### src/bsc_pkg.sv
// Shared types and constants for the barometric sensor compensation block.
package bsc_pkg;

  localparam int unsigned CoeffW  = 16;
  localparam int unsigned RawW    = 24;
  localparam int unsigned TempW   = 19;
  localparam int unsigned PresW   = 23;
  localparam int unsigned CfgIdxW = 3;

  // Register indexes on the configuration port
  localparam logic [CfgIdxW-1:0] REG_C1 = 3'd0;
  localparam logic [CfgIdxW-1:0] REG_C2 = 3'd1;
  localparam logic [CfgIdxW-1:0] REG_C3 = 3'd2;
  localparam logic [CfgIdxW-1:0] REG_C4 = 3'd3;
  localparam logic [CfgIdxW-1:0] REG_C5 = 3'd4;
  localparam logic [CfgIdxW-1:0] REG_C6 = 3'd5;

  // Calibration words as seen by the datapath
  typedef struct packed {
    logic [CoeffW-1:0] c1;
    logic [CoeffW-1:0] c2;
    logic [CoeffW-1:0] c3;
    logic [CoeffW-1:0] c4;
    logic [CoeffW-1:0] c5;
    logic [CoeffW-1:0] c6;
  } coeff_t;

  // Intermediate results handed from the correction stages to the pressure stages
  typedef struct packed {
    logic [RawW-1:0]         d1;
    logic signed [TempW-1:0] temp;
    logic signed [35:0]      off;
    logic signed [34:0]      sens;
  } corr_t;

endpackage

### src/bsc_corr.sv
// Stages 1-3: dT, the three dT products, and TEMP / OFF / SENS.
module bsc_corr import bsc_pkg::*; (
  input  logic            clk_i,
  input  logic            rst_ni,
  input  coeff_t          coeff_i,
  input  logic            in_valid_i,
  output logic            in_ready_o,
  input  logic [RawW-1:0] d1_i,
  input  logic [RawW-1:0] d2_i,
  output logic            out_valid_o,
  input  logic            out_ready_i,
  output corr_t           out_o
);

  logic v0_q, v1_q, v2_q;
  logic rdy0, rdy1, rdy2;

  // stage 1
  logic [RawW-1:0]    d1_0_q;
  logic signed [24:0] dt_0_q, dt_0_d;
  // stage 2
  logic [RawW-1:0]    d1_1_q;
  logic signed [41:0] pt_1_q, po_1_q, ps_1_q;
  // stage 3
  corr_t              res_2_q, res_2_d;

  logic signed [41:0] tb, tq, ob, oq, sb, sq;
  logic signed [19:0] tsum;

  assign rdy2 = !v2_q || out_ready_i;
  assign rdy1 = !v1_q || rdy2;
  assign rdy0 = !v0_q || rdy1;
  assign in_ready_o = rdy0;

  assign dt_0_d = $signed({1'b0, d2_i}) - $signed({1'b0, coeff_i.c5, 8'h00});

  always_comb begin
    // truncating divides: bias negative values before the arithmetic shift
    tb   = pt_1_q + (pt_1_q[41] ? 42'sd8388607 : 42'sd0);
    tq   = tb >>> 23;
    tsum = tq[19:0] + 20'sd2000;
    if (tsum > 20'sd262143) begin
      res_2_d.temp = 19'sd262143;
    end else if (tsum < -20'sd262144) begin
      res_2_d.temp = -19'sd262144;
    end else begin
      res_2_d.temp = tsum[18:0];
    end

    ob = po_1_q + (po_1_q[41] ? 42'sd127 : 42'sd0);
    oq = ob >>> 7;
    res_2_d.off = $signed({4'b0, coeff_i.c2, 16'h0000}) + oq[35:0];

    sb = ps_1_q + (ps_1_q[41] ? 42'sd255 : 42'sd0);
    sq = sb >>> 8;
    res_2_d.sens = $signed({4'b0, coeff_i.c1, 15'h0000}) + sq[34:0];

    res_2_d.d1 = d1_1_q;
  end

  always_ff @(posedge clk_i or negedge rst_ni) begin
    if (!rst_ni) begin
      v0_q <= 1'b0;
      v1_q <= 1'b0;
      v2_q <= 1'b0;
    end else begin
      if (rdy0) v0_q <= in_valid_i;
      if (rdy1) v1_q <= v0_q;
      if (rdy2) v2_q <= v1_q;
    end
  end

  always_ff @(posedge clk_i) begin
    if (rdy0) begin
      d1_0_q <= d1_i;
      dt_0_q <= dt_0_d;
    end
    if (rdy1) begin
      d1_1_q <= d1_0_q;
      pt_1_q <= dt_0_q * $signed({1'b0, coeff_i.c6});
      po_1_q <= dt_0_q * $signed({1'b0, coeff_i.c4});
      ps_1_q <= dt_0_q * $signed({1'b0, coeff_i.c3});
    end
    if (rdy2) begin
      res_2_q <= res_2_d;
    end
  end

  assign out_valid_o = v2_q;
  assign out_o       = res_2_q;

endmodule

### config.mk
export PLATFORM = sky130hd
export DESIGN_NAME = bsc_corr
export DESIGN_NICKNAME = d
export VERILOG_FILES = /design/src/bsc_pkg.sv /design/src/bsc_corr.sv
export SDC_FILE = /design/constraint.sdc
export NUM_CORES = 2
export LEC_CHECK = 0
export BUFFER_PORTS_ARGS = -buffer_cell sky130_fd_sc_hd__buf_2
export CORE_MARGIN = 2
export CORE_UTILIZATION = 46
export CTS_BUF_LIST = sky130_fd_sc_hd__clkbuf_16
export DETAILED_ROUTE_END_ITERATION = 8
export HOLD_SLACK_MARGIN = 0.15
export PLACE_DENSITY_LB_ADDON = 0.08
export SLEW_MARGIN = 20
export SYNTH_ARGS = -nofsm -noshare
export SYNTH_HDL_FRONTEND = slang
export SYNTH_SLANG_ARGS = --single-unit
### constraint.sdc
create_clock -name clk_i -period 11.05 [get_ports clk_i]
set_input_delay 1.6575 -clock clk_i [delete_from_list [all_inputs] [get_ports clk_i]]
set_output_delay 1.6575 -clock clk_i [all_outputs]
set_load 0.01 [all_outputs]
---- Yosys cells after proc, flatten, opt, wreduce, memory -nomap -nowiden ----
Cells that the tools add are included.
word-level totals
  output and inout port bits .............. 116
  word-level logic and storage cells ...... 35
  input port bits ......................... 148
  register bits after elaboration ......... 316
operators by class
  reductions and logical operators ........ 6
  multiply operators ...................... 3
  order comparisons ....................... 2
  mux-type cells .......................... 4
  add/sub/neg operators ................... 7
operator list
  operator                                                         number
  multiplier 25 x 17 -> 42 bit                                     3
  adder 42 x 24 -> 42 bit                                          1
  adder 42 x 8 -> 42 bit                                           1
  adder 42 x 9 -> 42 bit                                           1
  adder 33 x 35 -> 36 bit                                          1
  adder 32 x 34 -> 35 bit                                          1
  subtractor 24 x 24 -> 25 bit                                     1
  2-to-1 mux 23 bit                                                1
  adder 19 x 12 -> 20 bit, second input constant                   1
  greater-than comparator 20 x 19 -> 1 bit, second input constant  1
  < comparator 20 x 19 -> 1 bit, second input constant             1
  2-to-1 mux 19 bit                                                1
  2-to-1 mux 8 bit                                                 1
  2-to-1 mux 7 bit                                                 1
  zero test 1 bit                                                  3
  logical OR 1 bit                                                 3

---- Logic depth before layout (Yosys ltp) ----
  depth after elaboration ................. 5
  gate-level depth with buffers ........... 26
  gate-level depth less buffers ........... 25

---- Least setup slack after synthesis ----
OpenSTA, ideal clock, no wires.
  kind .................................... in2reg
  start ................................... in coeff_i[34] (netlist name)
  end ..................................... reg po_1_q[40] (data pin)
  setup time .............................. 0.258 ns
  data arrival time ....................... 7.466 ns
  path slack .............................. 3.326 ns
  stages on the path ...................... 23
  buffers on the path ..................... 2
  data required time ...................... 10.792 ns
  cells stage by stage .................... clkbuf_1 clkbuf_1 nand2_1 fa_1 fa_1 fa_1 fa_1 inv_1 fa_1 inv_1 fa_1 inv_1 ha_1 a21o_1 a21oi_1 a2bb2oi_1 o21ai_1 a211o_1 a221oi_1 o311a_1 o21bai_1 a21oi_1 xnor2_1
on the way
  longest elaborated chain between the ends .. 1
RTL lines
  element                       line            text
  from (decl)                   bsc_corr.sv:5   input coeff_t coeff_i,
  multiplier 25 x 17 -> 42 bit  bsc_corr.sv:81  po_1_q <= dt_0_q * $signed({1'b0, coeff_i.c4});
  to (signal assigned)          bsc_corr.sv:81
  to (decl)                     bsc_corr.sv:23  logic signed [41:0] pt_1_q, po_1_q, ps_1_q;
No other way between the ends.
A chain may end at the register's enable or synchronous reset.

---- Final worst setup path ----
  start ................................... in coeff_i[50] (netlist name)
  end ..................................... reg ps_1_q[41] (data pin)
on the way
  longest elaborated chain between the ends .. 1
RTL lines
  element                       line            text
  multiplier 25 x 17 -> 42 bit  bsc_corr.sv:82  ps_1_q <= dt_0_q * $signed({1'b0, coeff_i.c3});
  to (signal assigned)          bsc_corr.sv:82
  to (decl)                     bsc_corr.sv:23
No other way between the ends.

==> flow_summary.toml <==
[outcome]
outcome = "finished clean"

[timing]
slew_headroom = 0.333
fmax_ghz = 0.124
worst_pin_slew_ns = 1.00
finalCriticalPeriod_ns = 8.08
tns_ns = 0
hold_viol_final = 0
finalMaxSlewViolations = 0
skew_ns = 0.0287
post-route-period-util = 0.731
setup_viol = 0
rsz0062_at_grt = "no"

[synth]
synth_edf_count = 313
synth-simple-area-share = 0.138
ys_seq_area_frac = 0.165
yosys_warnings = 0
syn_nets = 7672
muxShareOfSynthArea = 0.000174
synthFlopType = "edfxtp_1"
synth_adder_area_share = 0.495
syn_inst = 5955
synth_top_family_by_area = "adder cells"
synth_top_area_share = 0.409
synth-seq-cells = 316
synth_area_sq_um = 57500
post_synth_num_cell_types = 81
synth_compound_area_frac = 0.0506
synthXorXnorAreaFrac = 0.0379
synth_top_area_cell = "fa_1"
syn_area_per_cell_sq_um = 9.66
synth.area.top_cells = "fa_1 41%, edfxtp_1 16%, inv_1 9.7%"
async_flop_share = 0.00949

[finish]
area_delta_synth_final_pct = 7.05
final_cells = 7724
nets = 7772
drive_gt1_frac = 0.0651

[hold_path]
hold_end = "d1_1_q[11]"
hold_path.class = "reg -> reg"
worstHoldStart = "d1_0_q[11]"
hold_depth = 0

[critical_path]
crit_type = "in -> reg"
r2r_setup_slack_ns = 3.50
crit_fanout = 25
worstPathRequired_ns = 11.46
regToRegEndpoint = "po_1_q[41]"
worstSetupStartpointType = "input port"
r2r-start = "dt_0_q[20]"
r2r_cells = 22
arrival_ns = 8.49
worstSetupEndpointType = "flip-flop"
cp-startpoint = "coeff_i[50]"

[drt]
drt_pass1_iterations = 5
vias = 39186
final_antenna_net_count = 0
wl_per_cell_um = 17.9
drt_iter0_drc = 1992
vias_per_cell = 5.07
drc = 0
routed_wl_um = 138000

[floorplanning]
initial_core_util = 0.464
ios = 264
die_y_um = 358
core_area_sq_um = 124000
row_count = 129
fp.dieW_um = 358
dieArea_sq_um = 128000

[global_route]
grt_overflow_total = 0
grt_max_degree = 152
grt_use_total = 0.228
grt_pass1_wl_um = 229000
antenna_found_initial = 8
grt_pass1_vias = 42193

[place]
gp_congestion = 0.825
dpl.cell_count = 7650
dp_hpwl_um = 105000
portBuffers = 263

[clock_network]
cts_root_buf = "clkbuf_16"
holdBufCountCts = 0
cts_resized = 0
clockBufferDepth = 3
htree_levels = 2
postCtsSetupBuffers = 0
clkLatencyLatePin_ns = 0.62
clk_pin_slew_ns = 0.06
cts_sinks = 316
cts_tree = "built"
cts_buffers = 40

[flow_run]
max_cap_viol_count = 0
-- how the worst max path moves through the flow --
stage	cells after the start	slack, ns	endpoint
floorplan	23	3.33	po_1_q[40]
global placement	22	2.55	po_1_q[40]
detailed placement	22	2.44	ps_1_q[41]
CTS	22	3.08	ps_1_q[41]
global route	24	2.58	po_1_q[41]
finish	22	2.97	ps_1_q[41]
-- synth_stat cells (5+ instances only) --
master,number
nor3_1,38
clkbuf_1,241
nor2b_1,20
o211ai_1,12
xor2_1,62
or3_1,12
ha_1,393
o21ai_1,7
nand2_1,827
and3_1,28
o31ai_1,6
a21boi_0,6
a211o_1,5
and4_1,6
o21ai_0,68
edfxtp_1,313
o21ai_2,8
and2_1,492
o21a_1,26
fa_1,1176
nor2_1,108
nand4_1,20
nand2b_1,19
a311oi_1,5
a21o_1,63
inv_1,1483
a21oi_1,127
a211oi_1,17
a31o_2,6
a31oi_1,13
nor4_1,6
nand3_1,57
o21bai_1,18
xnor2_1,183
-- registers in the layout, indices dropped and copies added (netlist names) --
signal       flops
d1_1_q          24
v0_q             1
out_o          114
d1_0_q          24
v1_q             1
dt_0_q          25
pt_1_q          42
ps_1_q          42
po_1_q          42
out_valid_o      1
-- critical path: stages --
cell,delay [ns]
buf_2,0.45
nand2_1,0.27
fa_1,0.80
fa_1,0.48
inv_1,0.10
fa_1,0.45
fa_1,0.52
fa_1,0.49
inv_1,0.05
fa_1,0.47
inv_1,0.04
ha_1,0.35
nand3_1,0.10
nor2_1,0.16
and4_1,0.24
nand4_1,0.11
o21ai_1,0.41
a21oi_1,0.13
a21oi_1,0.46
a41oi_2,0.22
mux2i_1,0.16
a2111oi_1,0.34
-- per-layer routing --
metal / GRT usage / wire length (um)
met5: 0 / 39
met4: 0.0509 / 2910
met3: 0.0232 / 5500
met2: 0.382 / 66100
met1: 0.322 / 63600
-- logic make-up after synthesis --
group,Yosys count
compound gates,438
xor+xnor,247
buf+inv,1727
fa+ha+maj,1572
flops,316
mux,1
simple gates,1654
-- through the flow --
step / worst slack, ns / util / cell area [sq um] / hold slack (ns)
3_3_place_gp: 2.55 / 0.486 / 60300 / 0.400
4_1_cts: 3.08 / 0.497 / 61600 / 0.418
2_1_floorplan: 3.33 / - / 57500 / 0.400
5_1_grt: 2.58 / 0.497 / 61600 / 0.423
6_report: 2.97 / 0.497 / 61600 / 0.416
3_5_place_dp: 2.44 / 0.486 / 60300 / 0.405
-- cell type report --
cell class | instances | area, sq um
Sequential cell | 316 | 9470
Clock buffer | 41 | 1030
Timing Repair Buffer | 302 | 1620
Inverter | 1483 | 5570
Clock inverter | 28 | 265
Antenna cell | 5 | 12.5
Tap cell | 1637 | 2050
Multi-Input combinational cell | 3912 | 41600
Fill cell | 11849 | 62400
-- placed cells by master (no fill, tap or decap), drive strengths merged, types with 18 or more instances in the layout --
| cell type | instances |
|---|---|
| ha | 393 |
| and2 | 493 |
| nor3 | 39 |
| and3 | 28 |
| inv | 1495 |
| xnor2 | 184 |
| nand4 | 20 |
| clkbuf | 41 |
| o21bai | 18 |
| nand3 | 57 |
| o21ai | 84 |
| nor2 | 108 |
| xor2 | 63 |
| nand2 | 827 |
| a21oi | 128 |
| nand2b | 19 |
| edfxtp | 313 |
| fa | 1176 |
| o21a | 26 |
| nor2b | 20 |
| a21o | 63 |
| buf | 302 |
Power is not shown: default switching activity piles up to over one toggle a cycle in this logic, so the estimate is an artifact.
