[config.mk]
export PLATFORM = sky130hd
export DESIGN_NAME = bsc_pres
export DESIGN_NICKNAME = d
export VERILOG_FILES = /design/src/bsc_pkg.sv /design/src/bsc_pres.sv
export SDC_FILE = /design/constraint.sdc
export NUM_CORES = 2
export LEC_CHECK = 0
export BUFFER_PORTS_ARGS = -buffer_cell sky130_fd_sc_hd__buf_2
export CORE_ASPECT_RATIO = 2
export CORE_MARGIN = 2
export CORE_UTILIZATION = 50
export DETAILED_ROUTE_END_ITERATION = 8
export HOLD_SLACK_MARGIN = 0.1
export PLACE_DENSITY = 0.67
export SYNTH_ARGS = -nofsm -noshare
export SYNTH_HDL_FRONTEND = slang
export SYNTH_SLANG_ARGS = --single-unit
[constraint.sdc]
create_clock -name clk_i -period 6.95 [get_ports clk_i]
set_input_delay 0.695 -clock clk_i [delete_from_list [all_inputs] [get_ports clk_i]]
set_output_delay 0.695 -clock clk_i [all_outputs]
set_load 0.005 [all_outputs]
[src/bsc_pkg.sv]
// Shared types and constants for the barometric sensor compensation block.
package bsc_pkg;

  localparam int unsigned CoeffW  = 16;
  localparam int unsigned RawW    = 24;
  localparam int unsigned TempW   = 19;
  localparam int unsigned PresW   = 23;
  localparam int unsigned CfgIdxW = 3;

  // Register indexes on the configuration port
  localparam logic [CfgIdxW-1:0] REG_C1 = 3'd0;
  localparam logic [CfgIdxW-1:0] REG_C2 = 3'd1;
  localparam logic [CfgIdxW-1:0] REG_C3 = 3'd2;
  localparam logic [CfgIdxW-1:0] REG_C4 = 3'd3;
  localparam logic [CfgIdxW-1:0] REG_C5 = 3'd4;
  localparam logic [CfgIdxW-1:0] REG_C6 = 3'd5;

  // Calibration words as seen by the datapath
  typedef struct packed {
    logic [CoeffW-1:0] c1;
    logic [CoeffW-1:0] c2;
    logic [CoeffW-1:0] c3;
    logic [CoeffW-1:0] c4;
    logic [CoeffW-1:0] c5;
    logic [CoeffW-1:0] c6;
  } coeff_t;

  // Intermediate results handed from the correction stages to the pressure stages
  typedef struct packed {
    logic [RawW-1:0]         d1;
    logic signed [TempW-1:0] temp;
    logic signed [35:0]      off;
    logic signed [34:0]      sens;
  } corr_t;

endpackage

[src/bsc_pres.sv]
// Stages 4-6: D1*SENS as two partial products, scaling, and the pressure result.
module bsc_pres import bsc_pkg::*; (
  input  logic                    clk_i,
  input  logic                    rst_ni,
  input  logic                    in_valid_i,
  output logic                    in_ready_o,
  input  corr_t                   in_i,
  output logic                    out_valid_o,
  input  logic                    out_ready_i,
  output logic signed [TempW-1:0] temp_o,
  output logic signed [PresW-1:0] pres_o
);

  logic v3_q, v4_q, v5_q;
  logic rdy3, rdy4, rdy5;

  // stage 4: partial products, SENS split at bit 18
  logic signed [41:0]      ph_3_q;
  logic [41:0]             pl_3_q;
  logic                    neg_3_q;
  logic signed [35:0]      off_3_q;
  logic signed [TempW-1:0] temp_3_q;
  // stage 5
  logic signed [38:0]      q_4_q;
  logic signed [35:0]      off_4_q;
  logic signed [TempW-1:0] temp_4_q;
  // stage 6
  logic signed [PresW-1:0] pres_5_q, pres_5_d;
  logic signed [TempW-1:0] temp_5_q;

  logic signed [59:0] x, xq;
  logic signed [39:0] diff, db, pq;

  assign rdy5 = !v5_q || out_ready_i;
  assign rdy4 = !v4_q || rdy5;
  assign rdy3 = !v3_q || rdy4;
  assign in_ready_o = rdy3;

  // D1 is unsigned, so the sign of the product is the sign of SENS
  assign x  = $signed({ph_3_q, 18'h00000}) + $signed({18'h00000, pl_3_q})
            + (neg_3_q ? 60'sd2097151 : 60'sd0);
  assign xq = x >>> 21;

  always_comb begin
    diff = $signed({q_4_q[38], q_4_q}) - $signed({{4{off_4_q[35]}}, off_4_q});
    db   = diff + (diff[39] ? 40'sd32767 : 40'sd0);
    pq   = db >>> 15;
    if (pq > 40'sd4194303) begin
      pres_5_d = 23'sd4194303;
    end else if (pq < -40'sd4194304) begin
      pres_5_d = -23'sd4194304;
    end else begin
      pres_5_d = pq[22:0];
    end
  end

  always_ff @(posedge clk_i or negedge rst_ni) begin
    if (!rst_ni) begin
      v3_q <= 1'b0;
      v4_q <= 1'b0;
      v5_q <= 1'b0;
    end else begin
      if (rdy3) v3_q <= in_valid_i;
      if (rdy4) v4_q <= v3_q;
      if (rdy5) v5_q <= v4_q;
    end
  end

  always_ff @(posedge clk_i) begin
    if (rdy3) begin
      ph_3_q   <= $signed({1'b0, in_i.d1}) * $signed(in_i.sens[34:18]);
      pl_3_q   <= in_i.d1 * in_i.sens[17:0];
      neg_3_q  <= in_i.sens[34];
      off_3_q  <= in_i.off;
      temp_3_q <= in_i.temp;
    end
    if (rdy4) begin
      q_4_q    <= xq[38:0];
      off_4_q  <= off_3_q;
      temp_4_q <= temp_3_q;
    end
    if (rdy5) begin
      pres_5_q <= pres_5_d;
      temp_5_q <= temp_4_q;
    end
  end

  assign out_valid_o = v5_q;
  assign temp_o      = temp_5_q;
  assign pres_o      = pres_5_q;

endmodule

-- Yosys cells after proc, flatten, opt, wreduce, memory -nomap -nowiden
Index checks and enable logic that the tools add are counted.
- $add $sub $neg: 4
- multiply operators: 2
- reduce and logical (&&, ||, !) cells: 6
- magnitude comparators: 2
- multiplexer cells: 3
- operator list (operator ; number):
    $add A60 B22 Y60 ; 1
    $add A60 B43 Y60 ; 1
    $mul A24 B18 Y42 ; 1
    $mul A25 B17 Y42 ; 1
    $add A40 B16 Y40 ; 1
    $sub A39 B36 Y40 ; 1
    $gt A25 B23 Y1 const B ; 1
    $lt A25 B23 Y1 const B ; 1
    $mux W23 ; 1
    $mux W21 ; 1
    $mux W15 ; 1
    $logic_not A1 Y1 ; 3
    $logic_or A1 B1 Y1 ; 3
- output and inout port bits: 44
- input port bits: 118
- logic and storage cells: 30
- bits in registers: 279

-- Logic depth before layout (Yosys ltp)
- word-level depth: 5
- depth in mapped cells: 29
- gate-level depth less buffers: 27

-- Least setup slack after synthesis
Ideal clock, no wire load.
- path kind: input to register
- start point: input port in_i[110] (netlist bit)
- end point: register ph_3_q[41], data pin
- setup slack: -0.169 ns
- data required time: 6.688 ns
- arrival time: 6.858 ns
- path buffers: 2
- stages: 28
- library setup time: 0.262 ns
- cell sequence: clkbuf_1 > clkbuf_1 > nand2_1 > fa_1 > inv_1 > fa_1 > inv_1 > fa_1 > inv_1 > fa_1 > fa_1 > inv_1 > fa_1 > inv_1 > ha_1 > nand3_1 > nor2_1 > nand2_1 > nor2_1 > nor3_1 > a21bo_2 > a41o_1 > a41o_1 > o41ai_1 > o21ai_0 > nor4_1 > nor3_1 > xnor2_1
- word-level cells in the longest chain between the ends: 1
- RTL lines (what ; line ; text):
    start, declared ; bsc_pres.sv:7 ; input corr_t in_i,
    $mul A25 B17 Y42 ; bsc_pres.sv:71 ; ph_3_q <= $signed({1'b0, in_i.d1}) * $signed(in_i.sens[34:18]);
    end signal, assigned ; bsc_pres.sv:71 ;
    end, declared ; bsc_pres.sv:18 ; logic signed [41:0] ph_3_q;
No other way between the ends.
A chain may end at the register's enable or synchronous reset.

-- Final worst setup path
- start point: input port in_i[26] (netlist bit)
- end point: register ph_3_q[41], data pin
Same word-level chain as after synthesis.

==> results.md <==
Clock tree:
- CTS placed an instance of sky130_fd_sc_hd__clkbuf_16 at the clock tree root.
- The clock reaches the later pin of the worst-skew pair after 600 ps.
- The CTS tree is done.
- The clock net in this run drives a total of roughly 280 sinks.
- Clock-pin slew was measured on the worst setup and hold paths at around 70 ps.
- In this run the post-CTS setup repair buffer count came out at 0.
- The maximum clock insertion buffer count is 3.
- Clock tree synthesis inserted a total of 27 buffers.
- The number of H-tree branching levels is 1.

STA:
- Setup repair after global routing could not meet its margin everywhere.
- Headroom to the max-slew limit came out at around two fifths.
- The part of the cycle the worst path needs is 96.56%.
- The number of max-slew violations in the final report is 0.
- The final-report hold violation count is 0.
- The clock arrives with 21.41 ps of skew.
- The timing-limited maximum frequency is approximately 0.15 GHz.
- For the pin with the worst max-slew slack, the measured transition is between 900 and 1000 ps.
- The final setup violation count is 0.
- The minimum period implied by the final worst setup slack is 6711 ps.

Global routing:
- The total overflow left after global routing is 0.
- The initial antenna violation count was 5.
- In the global route stage, overall resource usage came out at 24.16%.
- The first global-routing pass estimated approximately 160000 µm of wire.
- Entering global routing, the biggest net connects roughly 140 pins.
- The via count of the first global-routing pass is 31880.

Layout:
- The number of nets at the end of the flow is roughly 5700.
- The total non-filler cell area in the finished layout is ~0.046 mm².
- The most common cell after layout, fill and taps aside is sky130_fd_sc_hd__inv_1.
- Of the cells placed in the final design, the portion with a size suffix greater than 1 is around an eighth.
- In the final layout, flip-flops and latches occupy 0.008363 mm².
- Fill cells in the final layout number 7149.
- The area occupied by multi-input gates is between 0.02 and 0.03 mm².
- The relative area change from synthesis to final layout is 12.24%.
- The top cell types in the final layout, fill and taps aside, are 844 x sky130_fd_sc_hd__inv_1, 685 x sky130_fd_sc_hd__fa_1, 536 x sky130_fd_sc_hd__nand2_1.

Synthesis:
- Summing the areas of all compound-gate instances in the mapped netlist gives ~7% of the synthesized area.
- The combined area of all synthesized cells is roughly 0.041 mm².
- The most frequently used flop master after synthesis is sky130_fd_sc_hd__edfxtp_1.
- Synthesis produced approximately 4200 cells.
- The number of nets handed over by synthesis was around 5400.
- For this run, the register share of the synthesized area comes to about a fifth.
- A synthesized cell averages 9.796 µm².
- The synthesized-area fraction occupied by and/or/nand/nor cells is 14.97%.
- In this run, distinct cell masters in the synthesized netlist total 86.
- The proportion of synthesized area in mux cells is less than 1%.
- By area, the combinational part of the netlist is dominated by adder cells.
- The count of synthesis-stage warnings from yosys is 0.
- The number of enable-type register cells in the synthesized netlist is ~280.
- After synthesis the netlist holds a flip-flop and latch count of 279.
- Of all flip-flops after synthesis, the portion carrying an async set or reset was roughly 1.1%.
- After Yosys synthesis, full adders, half adders and majority gates account for 44.81% of the synthesized area.
- The synthesized netlist devotes 3.307% of its cell area to XOR and XNOR gates.

Outcome:
- The flow ran to the end, and the final reports show no timing, DRC or antenna violations.

Setup path:
- By instance count, the cell type seen most on the critical path is sky130_fd_sc_hd__fa_1.
- In this run the critical register-to-register path is captured at pres_o[1].
- The count of buffer and inverter cells on the critical path is 5.
- The largest individual stage delay along the critical path comes from the cell sky130_fd_sc_hd__fa_1.
- The origin of the worst setup path is in_i[26].
- The startpoint kind of the worst setup timing path is a primary input.
- Of all nets on the critical path, the largest fanout is 15.
- By startpoint and endpoint, the worst setup path is classified as primary input to flip-flop.
- The launch instance of the worst register-to-register path is off_4_q[16].
- For this run, the slowest stage of the critical path takes ~590 ps.
- The kind of cell adding the most delay to the critical path is adder cells.
- The cell depth of the worst setup path is 26.
- For the worst setup path, the data required time is 7300 ps.
- At the worst endpoint, the arrival time is 7060 ps.
- In this run the worst setup path terminates at ph_3_q[41].
- The worst setup path is captured at a flip-flop.
- The worst register-to-register path has a depth of 22.
- The worst register-to-register path has a setup slack of around 600 ps.

Floorplanning:
- The number of cell rows is 149.
- Pin placement for this block handled 162 I/O pins.
- The starting density of the core is around half.
- From left edge to right edge, the die measures ~210 µm.
- The y dimension of the die is slightly above 400 µm.
- The floorplan step defined a core boundary enclosing 0.08203 mm².
- The area of the die is ~0.085 mm².

Routing:
- The number of nets with antenna violations after routing is 0.
- Dividing the detail-routed via count by the number of cells gives about 5.3.
- The routed layout has approximately 30000 vias.
- The first-iteration detailed-routing DRC count is 1395.
- The residual DRC count is 0.
- The per-cell routed wire length is between 15 and 20 µm.
- The first-pass detailed-route iteration total is 5.
- After detailed routing, the total wire length is just over 100000 µm.

Place:
- In this run the cell area measured after placement is approximately 0.045 mm².
- The total half-perimeter wirelength after legalization and detailed placement is about 86000 µm.
- The final weighted congestion of routability-driven global placement is 0.9038.
- Input and output buffers added on the ports amount to roughly 160.

Hold path:
- The path class of the tightest hold or removal check is primary input to flip-flop.

Run:
- The tool flagged a number of max-cap violations equal to 0.
-- cell type report --
class | count | area share [%]
Multi-Input combinational cell | 2901 | 62.67
Clock inverter | 19 | 0.4838
Tap cell | 1057 | 2.857
Timing Repair Buffer | 476 | 7.574
Clock buffer | 30 | 1.484
Antenna cell | 2 | 0.01081
Sequential cell | 279 | 18.07
Inverter | 845 | 6.852
-- registers in the layout, indices dropped and copies added, names as in the netlist --
| signal | flops |
|---|---|
| temp_3_q | 19 |
| ph_3_q | 42 |
| v3_q | 1 |
| pres_o | 23 |
| off_4_q | 36 |
| pl_3_q | 42 |
| q_4_q | 39 |
| temp_o | 19 |
| neg_3_q | 1 |
| temp_4_q | 19 |
| v4_q | 1 |
| off_3_q | 36 |
| out_valid_o | 1 |
-- how the worst min path moves through the flow --
| stage | startpoint | end | slack [ps] | cells past startpoint |
|---|---|---|---|---|
| after floorplan | rst_ni | out_valid_o | 400 | 0 |
| after global placement | temp_4_q[7] | temp_o[7] | 400 | 0 |
| after detailed placement | off_3_q[16] | off_4_q[16] | 400 | 0 |
| after CTS | in_i[56] | off_3_q[21] | 230 | 1 |
| after global routing | in_i[39] | off_3_q[4] | 250 | 1 |
| final | in_i[56] | off_3_q[21] | 270 | 1 |
-- cell families after synthesis --
| family | Yosys count |
|---|---|
| xor+xnor | 154 |
| flops | 279 |
| compound gates | 433 |
| simple gates | 1243 |
| fa+ha+maj | 1066 |
| mux | 5 |
| buf+inv | 1030 |
-- cells in the mapped netlist (all sizes together) (19+ instances only) --
master  instances  area, µm²
xor2           44      385.4
nand4          28      175.2
a21oi         110      554.3
nand3          29      157.7
fa            685      13710
nand2b         44      275.3
nand2         536       2012
nor3           37      190.2
xnor2         110      978.4
o21a           35      262.8
inv           844       3168
clkbuf        174      653.1
o21ai          90      454.2
nor2          111      419.2
edfxtp        276       8288
a21o           76      570.6
and2          364       2278
nor2b          19      118.9
ha            381       4767
-- repair_timing --
item,4_1_cts,5_1_grt
hold endpoints to repair,3,0
gates resized for setup,1,27
hold buffers,1,0
endpoints found under the setup margin,1,14
pin swaps,0,1
-- through the flow --
step / setup TNS, ps / std cells / hold slack [ps] / setup WS (ps) / utilization (%)
after floorplan: -87.24 / 4210 / 399.4 / -87.24 / -
after global placement: -5362 / 5557 / 401.9 / -476.2 / 55.21
after detailed placement: -7056 / 5557 / 404.5 / -575.8 / 55.21
after CTS: 0 / 5607 / 234.3 / 32.46 / 56.34
after global routing: 0 / 5609 / 245.5 / 3.307 / 56.43
final: 0 / 5609 / 266.5 / 238.9 / 56.43
-- metal layers --
layer	GRT usage, %	wire (µm)	part of all wire [%]	vias up
li1	-	-	-	13800
met1	30.50	41470	41	15030
met2	43.13	51230	51	720
met3	2.164	4297	4.3	188
met4	8.830	3899	3.9	6
met5	0	44	0.044	-
Power is not shown: default switching activity piles up to over one toggle a cycle in this logic, so the estimate is an artifact.
