$ cat src/bsc_pkg.sv
// Shared types and constants for the barometric sensor compensation block.
package bsc_pkg;

  localparam int unsigned CoeffW  = 16;
  localparam int unsigned RawW    = 24;
  localparam int unsigned TempW   = 19;
  localparam int unsigned PresW   = 23;
  localparam int unsigned CfgIdxW = 3;

  // Register indexes on the configuration port
  localparam logic [CfgIdxW-1:0] REG_C1 = 3'd0;
  localparam logic [CfgIdxW-1:0] REG_C2 = 3'd1;
  localparam logic [CfgIdxW-1:0] REG_C3 = 3'd2;
  localparam logic [CfgIdxW-1:0] REG_C4 = 3'd3;
  localparam logic [CfgIdxW-1:0] REG_C5 = 3'd4;
  localparam logic [CfgIdxW-1:0] REG_C6 = 3'd5;

  // Calibration words as seen by the datapath
  typedef struct packed {
    logic [CoeffW-1:0] c1;
    logic [CoeffW-1:0] c2;
    logic [CoeffW-1:0] c3;
    logic [CoeffW-1:0] c4;
    logic [CoeffW-1:0] c5;
    logic [CoeffW-1:0] c6;
  } coeff_t;

  // Intermediate results handed from the correction stages to the pressure stages
  typedef struct packed {
    logic [RawW-1:0]         d1;
    logic signed [TempW-1:0] temp;
    logic signed [35:0]      off;
    logic signed [34:0]      sens;
  } corr_t;

endpackage

$ cat src/bsc_cfg_regs.sv
// Calibration word registers written through the configuration port.
module bsc_cfg_regs import bsc_pkg::*; (
  input  logic               clk_i,
  input  logic               rst_ni,
  input  logic               cfg_we_i,
  input  logic [CfgIdxW-1:0] cfg_index_i,
  input  logic [CoeffW-1:0]  cfg_wdata_i,
  output coeff_t             coeff_o
);

  coeff_t coeff_q, coeff_d;

  always_comb begin
    coeff_d = coeff_q;
    if (cfg_we_i) begin
      case (cfg_index_i)
        REG_C1:  coeff_d.c1 = cfg_wdata_i;
        REG_C2:  coeff_d.c2 = cfg_wdata_i;
        REG_C3:  coeff_d.c3 = cfg_wdata_i;
        REG_C4:  coeff_d.c4 = cfg_wdata_i;
        REG_C5:  coeff_d.c5 = cfg_wdata_i;
        REG_C6:  coeff_d.c6 = cfg_wdata_i;
        default: coeff_d = coeff_q; // unused index, write dropped
      endcase
    end
  end

  always_ff @(posedge clk_i or negedge rst_ni) begin
    if (!rst_ni) begin
      coeff_q <= '0;
    end else begin
      coeff_q <= coeff_d;
    end
  end

  assign coeff_o = coeff_q;

endmodule

$ cat config.mk
export PLATFORM = sky130hd
export DESIGN_NAME = bsc_cfg_regs
export DESIGN_NICKNAME = d
export VERILOG_FILES = /design/src/bsc_pkg.sv /design/src/bsc_cfg_regs.sv
export SDC_FILE = /design/constraint.sdc
export NUM_CORES = 1
export LEC_CHECK = 0
export BUFFER_PORTS_ARGS = -buffer_cell sky130_fd_sc_hd__clkbuf_2
export CORE_AREA = 5 5 137 113
export CTS_BUF_LIST = sky130_fd_sc_hd__clkbuf_2
export DETAILED_ROUTE_END_ITERATION = 10
export DIE_AREA = 0 0 142 118
export HOLD_SLACK_MARGIN = 0.12
export PLACE_DENSITY = 0.45
export SYNTH_ARGS = -nofsm -noshare
export SYNTH_HDL_FRONTEND = slang
export SYNTH_SLANG_ARGS = --single-unit
$ cat constraint.sdc
create_clock -name clk_i -period 1.2 [get_ports clk_i]
set_clock_uncertainty 0.1 [all_clocks]
set_input_delay 0.12 -clock clk_i [delete_from_list [all_inputs] [get_ports clk_i]]
set_output_delay 0.12 -clock clk_i [all_outputs]
set_load 0.05 [all_outputs]
== Yosys cells after proc, flatten, opt, wreduce, memory -nomap -nowiden ==
Index checks and enable logic that the tools add are counted.

* Bits in registers: 96
* Output and inout port bits: 96

* Equality and inequality tests: 5
* Reductions and logical operators: 7

{| class="wikitable"
|+ Operator list
! kind !! number
|-
| $reduce_and A2 Y1 || 6
|-
| $eq A3 B2 Y1 const B || 2
|-
| $eq A3 B3 Y1 const B || 2
|-
| $eq A3 B1 Y1 const B || 1
|-
| $logic_not A3 Y1 || 1
|}

== Logic depth before layout (Yosys ltp) ==
Gate-level depths: netlist of the first run.

* Depth after elaboration: 2
* Mapped depth: 5

== Worst setup path after synthesis of the first run ==
OpenSTA, ideal clock, no wires.

* Path type: in2reg
* Start: in cfg_index_i[0]
* End: reg coeff_q (netlist bit coeff_o[80])
* Library setup time: 0.125 ns
* Arrival: 1.183 ns
* Required time: 0.975 ns
* Path slack: -0.208 ns
* Stages on the path: 4
* Buffers on the path: 2
* Cells stage by stage: buf_6 -> nor4b_4 -> buf_6 -> mux2_2

* Word-level cells in the longest chain between the ends: 2

{| class="wikitable"
|+ RTL lines
! what !! RTL line !! source
|-
| start: declaration || bsc_cfg_regs.sv:6 || <nowiki>input logic [CfgIdxW-1:0] cfg_index_i,</nowiki>
|-
| $logic_not A3 Y1 || bsc_cfg_regs.sv:16 || <nowiki>case (cfg_index_i)</nowiki>
|-
| $reduce_and A2 Y1 (no source line) || - ||
|-
| end signal: assignment || bsc_cfg_regs.sv:32 || <nowiki>coeff_q <= coeff_d;</nowiki>
|-
| end: declaration || bsc_cfg_regs.sv:11 || <nowiki>coeff_t coeff_q, coeff_d;</nowiki>
|}

Every way passes these cells.
A chain may end at the register's enable or synchronous reset.

== Worst setup path in the final report of the first run ==
* Start: in cfg_index_i[2]
* End: reg coeff_q (netlist bit coeff_o[89])

The elaborated chain is that of the path after synthesis.

==> results.tsv, run 1 <==
metric	value	unit
crit path time final	1512	ps
WL final	10.12	mm
die area	16760	um2
Synth cell types	10	
synth top area cells	dfrtp_1 (65%), mux2_2 (29%), buf_6 (2.1%)	
Synth Warn #	0	
Startpoint Class	primary input	
Vias per Instance	4.228	
Adder-Cell Fraction of Synth Area	0	%
syn_nets	230	
period utilization	126.0	%
clock share of power	14.0	%
total negative setup slack	-25940	ps
sequential power share	36.3	%
post-DP HPWL	6.829	mm
post-synthesis mux area share	29.39	%
R2R setup slack	60	ps
Detail Route Antenna Nets	0	
MaxCap Viol Count	0	
H-tree levels	3	
#FFs+latches synth	96	
IO buf count	117	
Lkg Pwr	2.967	nW
Sw Ratio	40.15	%
deepest clock path buffer count	2	
initial antenna violation count	1	
Worst Hold End	coeff_o[58]	
max reg flops	96	
Via Count	2482	
DR WL/cell	17.24	um
post-synth top area share	65.31	%
fin. max-slew vios	0	
critical setup path kind	in2reg	
Gate Count Post-Synth	208	
TritonCTS clock tree	built	
Non-Filler Instances	587	
post-synthesis xor/xnor area fraction	0	%
Clock transition at path regs	260	ps
Critical Path Sink Type	flop	
Slew @ Worst Pin	417.9	ps
internal cell power	7.603	mW
Core Box Area	13960	um2
HP Class	in2reg	
root buf cell	clkbuf_2	
Worst Path Required	1590	ps
I/O pins	118	
Initial Utilization	26.36	%
clk_lat worst skew	540	ps
Die X	142	um
pin count of the biggest net entering global routing	46	
Fin. Hold Viols	0	
slowest stage delay, CP	620	ps
relative slew slack	72.02	%
gpl congestion	0.6992	
worst path arrival time	1900	ps
gr usage total	12.64	%
drt first pass iters	4	
first-pass GRT wire length	16.08	mm
sequential share of the synthesized area	65.31	%
CP startpoint	cfg_index_i[2]	
Area growth syn-to-layout	73.30	%
Hold Startpoint	cfg_index_i[2]	
Slowest cell on crit path	dlygate4sd3_1	
drt drc	0	
Die H	118	um
most frequent cells in the layout	dfrtp_1 (96), buf_8 (96), mux2_2 (66), buf_4 (36), clkbuf_2 (30)	
Final #Nets	419	
power density cells	1993	nW/um2
CTS sink count	96	
dpl cells	514	
RSZ-0062 raised after global routing	true	
worst hold stages	4	
mapped cell area	3679	um2
syn_area_per_cell	17.69	um2
Yosys top cell by area	dfrtp_1	
initial drt markers	71	
Final setup viols	156	
FF-to-FF path depth	3	
R2R Path Start	coeff_o[22]	
TritonCTS Buffers	9	
Fin Hold WS	174.5	ps
Post-Synth Simple-Gate Area	2.483	%
vias in the first global route	2720	
Fmax	661.2	MHz
placement row count	39	
share of layout cells above drive strength 1	69.15	%
Comb power frac	49.6	%
worst r2r dst	coeff_o[22]	
failing checks	negative setup slack	
crit path cell chain	clkbuf_2 -> dlygate4sd3_1 -> nor4b_4 -> clkbuf_16 -> mux2_2	
NetSw	5.101	mW
crit path max fanout	8	
status	complete, but fails checks	
total gr overflow	0	
post-synthesis compound-gate area fraction	0	%
largest family of logic cells by synthesized area	multiplexers	
Max IR drop VDD	0.001010	V
final worst slack	-312.4	ps
## final cells by class
cell class | count | area (um2)
Fill cell | 1257 | 7581
Sequential cell | 96 | 2402
Timing Repair Buffer | 188 | 2310
Multi-Input combinational cell | 102 | 1294
Tap cell | 184 | 230.2
Clock inverter | 5 | 81.33
Clock buffer | 11 | 55.05
Antenna cell | 1 | 2.502
## power by group through the flow
| stage | clock network (mW) | registers, mW | logic [mW] |
|---|---|---|---|
| after detailed placement | 0 | 4.42 | 4.50 |
| after global routing | 2.00 | 4.72 | 6.54 |
| after CTS | 1.90 | 4.45 | 5.95 |
| after global placement | 0 | 4.39 | 4.48 |
| after floorplan | 0 | 6.90 | 0.816 |
| final | 1.78 | 4.62 | 6.30 |
## metal layers
| metal | wire length (um) | share of wire, % | track usage (%) | up-vias |
|---|---|---|---|---|
| met5 | 0 | 0 | 0 | - |
| met4 | 104 | 1.0 | 3.058 | 0 |
| met3 | 598 | 5.9 | 4.874 | 6 |
| met2 | 4909 | 49 | 20.02 | 75 |
| met1 | 4507 | 45 | 16.25 | 1273 |
| li1 | - | - | - | 1128 |
## worst max-delay path: cells and delay by family
kind	cells	cell delay, ps
buf+inv	3	980
simple gates	1	470
mux	1	330
## metrics by stage
| stage | setup slack (ps) | power, mW | util [%] | cell area, um2 |
|---|---|---|---|---|
| floorplan | -205.0 | 7.712 | - | 3799 |
| global placement | -173.9 | 8.867 | 34.05 | 4752 |
| detailed placement | -195.2 | 8.919 | 34.05 | 4752 |
| CTS | -352.9 | 12.30 | 44.06 | 6150 |
| global route | -381.3 | 13.26 | 45.68 | 6375 |
| finish | -312.4 | 12.70 | 45.68 | 6375 |
## synth_stat cells
| cell | count |
|---|---|
| buf_6 | 7 |
| nand4b_2 | 2 |
| nor4b_4 | 1 |
| mux2_2 | 95 |
| buf_8 | 1 |
| dfrtp_1 | 96 |
| buf_2 | 2 |
| mux2_1 | 1 |
| and4bb_2 | 2 |
| and4bb_1 | 1 |
## cell families after synthesis
| family | count (synthesis) |
|---|---|
| buf+inv | 10 |
| flops | 96 |
| mux | 96 |
| simple gates | 6 |
## worst max-delay path by stage
| stage | to | depth (start not counted) | slack (ps) |
|---|---|---|---|
| finish | coeff_o[89] | 5 | -310 |
| global route | coeff_o[82] | 1 | -380 |
| CTS | coeff_o[53] | 1 | -350 |
| detailed placement | coeff_o[16] | 4 | -200 |
| global placement | coeff_o[53] | 4 | -170 |
| floorplan | coeff_o[80] | 4 | -200 |
## repair_timing
item | in CTS | in global routing
endpoints found under the setup margin | 96 | 172
hold endpoints to repair | 192 | 37
hold buffers | 24 | 1
gates resized for setup | 192 | 101
setup buffers | 24 | 7
pin swaps | 0 | 1
cloned | 0 | 1
No activity file was read; power rests on OpenSTA's default activity.
==> run 2: changes to the inputs <==
CORE_AREA = 5 5 123 125   (was 5 5 137 113)
DIE_AREA = 0 0 128 130   (was 0 0 142 118)
==> run 2 against run 1 <==
Compared with the run above:
- the run still ends with negative setup slack left
- utilization is 0.68 points higher
- critical path depth is 4 lower
- non-clock buffer count is 8 higher
- wire length is 5.5% higher
- design area is 0.16% higher
- fmax is 3.1% higher
- die area is 0.69% lower
- worst hold slack better by 84 ps
- global-route usage is 0.47 points higher
- critical endpoint is now coeff_o[62]
- largest power group unchanged
==> results.tsv, run 2 (synthesized netlist as in run 1, its figures left out) <==
metric	value	unit
status	complete, but fails checks	
failing checks	negative setup slack	
Via Count	2504	
HP Class	in2reg	
TritonCTS clock tree	built	
Fin. Hold Viols	0	
Top delay family on crit path	flip-flops	
initial drt markers	43	
Final #Nets	427	
Worst Path Required	980	ps
R2R setup slack	50	ps
fin. max-slew vios	0	
final worst slack	-266.8	ps
slowest stage delay, CP	480	ps
total negative setup slack	-22690	ps
crit path cell chain	buf_8	
drt drc	0	
die area	16640	um2
H-tree levels	3	
FILL cells	1253	
WL final	10.67	mm
CTS sink count	96	
most frequent cells in the layout	dfrtp_1 (96), buf_8 (96), mux2_2 (66), buf_4 (42), clkbuf_2 (30)	
Core Box Area	13770	um2
Max IR drop VDD	0.001060	V
worst path arrival time	1250	ps
placement row count	43	
crit path max fanout	2	
R2R Path Start	coeff_o[70]	
pin count of the biggest net entering global routing	39	
Lkg Pwr	2.970	nW
Die X	128	um
Clock transition at path regs	260	ps
Setup crit end	coeff_o[62]	
clk_lat worst skew	560	ps
gpl congestion	0.6947	
total gr overflow	0	
Die H	130	um
Final setup viols	157	
worst r2r dst	coeff_o[70]	
Final Power	12.32	mW
Fmax	681.8	MHz
power density cells	1930	nW/um2
first-pass GRT wire length	16.39	mm
ANT cells	0	
RSZ-0062 raised after global routing	true	
max reg flops	96	
vias in the first global route	2741	
relative slew slack	80.57	%
Slew @ Worst Pin	291.5	ps
post-DP HPWL	6.986	mm
root buf cell	clkbuf_2	
Critical Path Sink Type	output port	
initial antenna violation count	0	
Vias per Instance	4.251	
Initial Utilization	26.71	%
CP startpoint	coeff_o[62]	
MaxCap Viol Count	0	
I/O pins	118	
Startpoint Class	flop	
IO buf count	117	
worst path buffer plus inverter count	1	
crit path time final	1467	ps
Worst path depth	1	
period utilization	122.2	%
Slowest cell on crit path	dfrtp_1	
critical setup path kind	reg2out	
DR WL/cell	18.12	um
Detail Route Antenna Nets	0	
share of layout cells above drive strength 1	69.68	%
deepest clock path buffer count	2	
Area growth syn-to-layout	73.57	%
TritonCTS Buffers	9	
gr usage total	13.11	%
drt first pass iters	4	
FF-to-FF path depth	3	
[run 2: cell count changes in the layout (fill, tap and decap cells not counted), moves of 2 or more]
cell / change
bufinv_16: -2
clkinv_4: -2
clkinvlp_4: +2
buf_4: +6
[run 2: what timing repair did]
action	CTS	global route
hold endpoints to repair	192	35
pin swaps	0	4
hold buffers	25	2
gates cloned	0	2
gates resized for setup	192	105
setup buffers	29	7
setup endpoints to repair	96	141
[run 2: report_power, final]
part	switching [mW]	internal, mW	total (mW)	leakage (nW)
combinational	3.37	2.99	6.36	1.77
clock	1.07	0.263	1.34	0.0491
sequential	0.676	3.95	4.62	1.15
[run 2: area by class of cell]
class                           instances  area, um2  share of cell area [%]
Clock buffer                           11      55.05                  0.8622
Tap cell                              180      225.2                   3.527
Timing Repair Buffer                  196       2391                   37.45
Sequential cell                        96       2402                   37.62
Multi-Input combinational cell        102       1289                   20.18
Clock inverter                          4      22.52                  0.3527
[run 2: worst min-delay path by stage]
stage | start | endpoint | slack (ps) | depth (start not counted)
3_3_place_gp | rst_ni | coeff_o[39] | -80 | 1
6_report | cfg_wdata_i[0] | coeff_o[80] | 260 | 3
5_1_grt | cfg_wdata_i[0] | coeff_o[80] | 180 | 3
2_1_floorplan | rst_ni | coeff_o[0] | -280 | 0
3_5_place_dp | rst_ni | coeff_o[39] | -90 | 1
4_1_cts | cfg_wdata_i[0] | coeff_o[80] | 170 | 3
[run 2: stage by stage]
stage          instances  instance area, um2  utilization (%)  setup slack [ps]  hold slack, ps
2_1_floorplan        208                3799                -            -205.0          -275.6
3_3_place_gp         511                4755            34.52            -198.6          -84.23
3_5_place_dp         511                4755            34.52            -221.0          -87.00
4_1_cts              580                6141            44.59            -375.1           166.3
5_1_grt              589                6385            46.36            -400.0           176.4
6_report             589                6385            46.36            -266.8           259.0
[run 2: layer usage]
layer  part of all wire [%]  vias to the layer above  track usage, %
li1                       -                     1140               -
met1                     45                     1264           17.43
met2                     46                       91           19.44
met3                    7.6                        9           5.772
met4                    1.2                        0           3.745
met5                      0                        -               0
[run 2: worst register-to-register path: cells and delay by family, from the launching register on]
| kind | cells | cell delay [ps] |
|---|---|---|
| flip-flops | 1 | 470 |
| multiplexers | 1 | 250 |
| buffers and inverters | 2 | 260 |
